<file path="src/sacl_pkg.sv">
`timescale 1ns / 1ps

package sacl_pkg;

    // Default geometry
    localparam int SETS_DEF       = 64;
    localparam int WAYS_DEF       = 4;
    localparam int LINE_SIZE_DEF  = 64;
    localparam int ADDR_BITS_DEF  = 32;

    // Fixed field widths of the ports
    localparam int REQ_W  = 2;
    localparam int ADDR_W = 32;
    localparam int SET_W  = 6;
    localparam int WAY_W  = 2;
    localparam int VTAG_W = 26;

    typedef enum logic [REQ_W-1:0] {
        REQ_READ  = 2'd0,
        REQ_WRITE = 2'd1,
        REQ_FLUSH = 2'd2,
        REQ_NONE  = 2'd3
    } req_t;

    // Controller to datapath
    typedef struct packed {
        logic capture;    // latch address, read the set's rows
        logic commit;     // write back the set, load the lookup response
        logic load_zero;  // load an all-zero response
        logic clr_valid;  // clear the valid row at the sweep counter
        logic init_rank;  // load initial ranks at the sweep counter
        logic sweep_adv;  // advance the sweep counter
    } cmd_t;

    // Datapath to controller
    typedef struct packed {
        logic out_free;
        logic sweep_last;
    } sts_t;

endpackage

</file>
<file path="src/sacl_ctrl.sv">
`timescale 1ns / 1ps

module sacl_ctrl (
    input  logic                         clk,
    input  logic                         rst_n,
    input  logic                         req_valid,
    input  logic [sacl_pkg::REQ_W-1:0]   req_type,
    output logic                         req_stall,
    input  sacl_pkg::sts_t               sts,
    output sacl_pkg::cmd_t               cmd
);

    typedef enum logic [4:0] {
        ST_INIT   = 5'b00001,
        ST_IDLE   = 5'b00010,
        ST_LOOKUP = 5'b00100,
        ST_FLUSH  = 5'b01000,
        ST_ZERO   = 5'b10000
    } state_t;

    state_t state_reg;
    state_t state_next;

    always_ff @(posedge clk or negedge rst_n)
    begin
        if (!rst_n)
        begin
            state_reg <= ST_INIT;
        end
        else
        begin
            state_reg <= state_next;
        end
    end

    always_comb
    begin
        state_next = state_reg;
        cmd        = '0;
        req_stall  = 1'b1;
        case (state_reg)
            ST_INIT:
            begin
                cmd.clr_valid = 1'b1;
                cmd.init_rank = 1'b1;
                cmd.sweep_adv = 1'b1;
                if (sts.sweep_last)
                begin
                    state_next = ST_IDLE;
                end
            end
            ST_IDLE:
            begin
                req_stall = 1'b0;
                if (req_valid)
                begin
                    case (req_type)
                        sacl_pkg::REQ_READ,
                        sacl_pkg::REQ_WRITE:
                        begin
                            cmd.capture = 1'b1;
                            state_next  = ST_LOOKUP;
                        end
                        sacl_pkg::REQ_FLUSH:
                        begin
                            state_next = ST_FLUSH;
                        end
                        sacl_pkg::REQ_NONE:
                        begin
                            state_next = ST_ZERO;
                        end
                        default:
                        begin
                            state_next = ST_ZERO;
                        end
                    endcase
                end
            end
            ST_LOOKUP:
            begin
                // hold until the response register can take the result
                if (sts.out_free)
                begin
                    cmd.commit = 1'b1;
                    state_next = ST_IDLE;
                end
            end
            ST_FLUSH:
            begin
                cmd.clr_valid = 1'b1;
                cmd.sweep_adv = 1'b1;
                if (sts.sweep_last)
                begin
                    state_next = ST_ZERO;
                end
            end
            ST_ZERO:
            begin
                if (sts.out_free)
                begin
                    cmd.load_zero = 1'b1;
                    state_next    = ST_IDLE;
                end
            end
            default:
            begin
                state_next = ST_INIT;
            end
        endcase
    end

    a_flush_sweeps: assert property (@(posedge clk) disable iff (!rst_n)
        (req_valid && !req_stall && req_type == sacl_pkg::REQ_FLUSH) |=> (state_reg == ST_FLUSH))
        else $error("flush request did not start the valid sweep");

    a_access_looks_up: assert property (@(posedge clk) disable iff (!rst_n)
        (req_valid && !req_stall
         && (req_type == sacl_pkg::REQ_READ || req_type == sacl_pkg::REQ_WRITE))
        |=> (state_reg == ST_LOOKUP && !cmd.clr_valid))
        else $error("access request did not move to lookup");

endmodule

</file>
<file path="config.mk">
export PLATFORM = sky130hd
export DESIGN_NAME = sacl_ctrl
export DESIGN_NICKNAME = d
export VERILOG_FILES = /design/src/sacl_pkg.sv /design/src/sacl_ctrl.sv
export SDC_FILE = /design/constraint.sdc
export NUM_CORES = 1
export LEC_CHECK = 0
export ABC_AREA = 1
export BUFFER_PORTS_ARGS = -buffer_cell sky130_fd_sc_hd__buf_2
export CORE_AREA = 4 4 41 43
export CTS_BUF_LIST = sky130_fd_sc_hd__clkbuf_16
export CTS_CLUSTER_SIZE = 24
export DETAILED_ROUTE_END_ITERATION = 10
export DIE_AREA = 0 0 45 47
export GPL_TIMING_DRIVEN = 0
export PLACE_DENSITY = 0.57
export SKIP_CTS_REPAIR_TIMING = 1
export SLEW_MARGIN = 30
export SYNTH_ARGS = -nofsm -noshare
export SYNTH_HDL_FRONTEND = slang
export SYNTH_SLANG_ARGS = --single-unit
</file>
<file path="constraint.sdc">
create_clock -name clk -period 1.45 [get_ports clk]
set_input_delay 0 -clock clk [delete_from_list [all_inputs] [get_ports clk]]
set_output_delay 0 -clock clk [all_outputs]
set_load 0.1 [all_outputs]
</file>
==> results.py <==
metrics = {
    "die": {
        "coreArea_um2": 1300,
        "die_w_um": 45,
        "ioPinCount": 14,
        "start_util_pct": 31.8,
        "placementRows": 13,
        "die_area_um2": 2120,
        "dieHeight_um": 47,
    },
    "setup_path": {
        "r2r_cells": 8,
        "r2r_setup_slack_ns": 0.02,
        "crit_end": "cmd[2]",
        "arrival_ns": 1.48,
        "startpoint_type": "flop",
        "crit_required_ns": 1.45,
        "crit_start": "state_reg[0]",
        "r2r-start": "state_reg[0]",
        "worstSetupPathType": "reg -> out",
        "end_kind": "output port",
        "r2r-end": "state_reg[1]",
        "cp_max_fo": 3,
    },
    "logic_synthesis": {
        "ys_warn_count": 0,
        "synth.area.top_cells": "dfrtp_1 24%, nand3_2 12%, inv_1 9.1%, nand2_1 8.2%, nand4_1 7.6%",
        "synth_top_area_share_pct": 24.2,
        "ys_seq_elements": 5,
        "yosys.area.top_type": "dfrtp_1",
        "syn_area_um2": 414,
        "synth_fp_nets": 63,
        "syn_area_per_cell_um2": 7.40,
        "ys_seq_area_share_pct": 30.5,
        "ys_types": 16,
        "syn_inst": 56,
    },
    "global_routing": {
        "antenna_found_initial": 0,
        "grt_pass1_vias": 384,
        "grt_max_degree": 8,
        "grt_pass1_wl_um": 1610,
        "gr-total-overflow": 0,
        "grt.total_usage_pct": 11.5,
    },
    "timing": {
        "rsz0062_at_grt": "yes",
        "setup_ws_ns": -0.0298,
        "final_max_slew_viol_count": 0,
        "worst_slew_margin_rel_pct": 68.0,
        "skew_ns": 0.000911,
        "setup_viol_count_final": 1,
        "tns_ns": -0.0298,
        "final.min_clock_period_ns": 1.48,
        "hold_viol": 0,
        "period_share_pct": 102,
        "worstMarginPinSlew_ns": 0.484,
        "timing.fmax_mhz": 676,
    },
    "finish": {
        "seq_area_um2": 129,
        "final_cell_mix": "10 x inv_1, 9 x nand2_1, 7 x buf_2, 6 x nor2_4",
        "largest_reg_flops": 5,
        "final_common_cell": "inv_1",
        "fin_nets": 86,
        "diodes": 0,
        "fill_cells": 116,
        "layout-drive-gt1-share_pct": 55.1,
        "multiInputGateArea_um2": 300,
        "syn2layout_area_growth_pct": 80.7,
    },
    "detailed_routing": {
        "dr_total_vias": 435,
        "initialDrtViolationCount": 4,
        "drc": 0,
        "dr.pass1.iters": 4,
        "routed_wl_um": 1070,
        "wire_per_inst_um": 11.5,
        "post_drt_via_cell_ratio": 4.68,
        "ant_nets": 0,
    },
    "run": {
        "cap_viol_max_count": 0,
    },
    "clock_tree": {
        "cts_tree": "built",
        "cts_max_path_buffers": 2,
        "cts_root_buffer": "clkbuf_16",
        "cts_buffers": 3,
        "clock-sinks": 5,
        "clk_pin_slew_worst_paths_ns": 0.03,
        "insertion_delay_ns": 0.23,
        "htreeDepth": 1,
    },
    "status": {
        "status": "finished, violations left",
        "failed_checks": "setup timing",
    },
    "place": {
        "portBuffers": 13,
        "gp_congestion": 0.846,
        "dpl.hpwl_um": 764,
    },
    "min_path": {
        "hold_class": "in -> async",
    },
}
## logic make-up (layout without fill, tap and decap cells)
logic type	after synthesis	count (layout)	share of synthesized area (%)
AND/OR/NAND/NOR	36	36	54.4
buffers and inverters	13	35	12.7
flip-flops	5	5	30.5
AO/OA/AOI/OAI	2	2	2.42
## per-stage QoR
step	instances	hold slack (ns)	instance area (µm²)	worst slack, ns	utilization (%)
2_1_floorplan	56	-0.296	459	-0.620	-
3_3_place_gp	84	-0.179	543	-0.0339	41.7
3_5_place_dp	84	-0.181	543	-0.0392	41.7
4_1_cts	88	-0.414	622	-0.286	47.8
5_1_grt	93	0.144	748	-0.0840	57.5
6_report	93	0.116	748	-0.0298	57.5
## routing by layer
metal  track usage (%)  vias to the layer above  part of all wire [%]
met4              12.3                        0                   3.8
met3              3.07                        4                   5.0
met2              17.8                       14                    53
li1                  -                      222                     -
met1              12.2                      195                    38
met5                 0                        -                     0
## critical path: stages, from the launching register on
cell	delay (ns)
dfstp_2	0.58
inv_2	0.06
nor2_4	0.12
nand3_4	0.12
nand2_8	0.11
buf_6	0.10
buf_12	0.16
## worst min path at each step
stage | startpoint | endpoint | slack [ns] | depth (start not counted)
finish | rst_n | state_reg[1] | 0.12 | 2
global route | rst_n | state_reg[1] | 0.14 | 2
CTS | rst_n | state_reg[1] | -0.41 | 1
detailed placement | rst_n | state_reg[1] | -0.18 | 1
global placement | rst_n | state_reg[1] | -0.18 | 1
floorplan | rst_n | state_reg[1] | -0.30 | 0
## Yosys cell counts
| cell type | number |
|---|---|
| inv_1 | 10 |
| nand2_1 | 9 |
| nand3_2 | 5 |
| nand4_1 | 5 |
| nor2_1 | 5 |
| dfrtp_1 | 4 |
| nand2_2 | 3 |
| nor2_2 | 3 |
| inv_2 | 2 |
| nand3_1 | 2 |
| nor2_4 | 2 |
| o21ai_1 | 2 |
| buf_4 | 1 |
| dfstp_2 | 1 |
| nand2_4 | 1 |
| nor3_2 | 1 |
## final cells by class
cell class / count / area share [%]
clock buffers: 3 / 10.0
inverters: 12 / 6.35
flip-flops and latches: 5 / 17.2
plain buffers: 1 / 1.51
clock inverters: 1 / 0.502
repair buffers: 18 / 21.7
well taps: 15 / 2.51
multi-input cells: 38 / 40.1
Power is not shown: default switching activity piles up to over one toggle a cycle in this logic, so the estimate is an artifact.
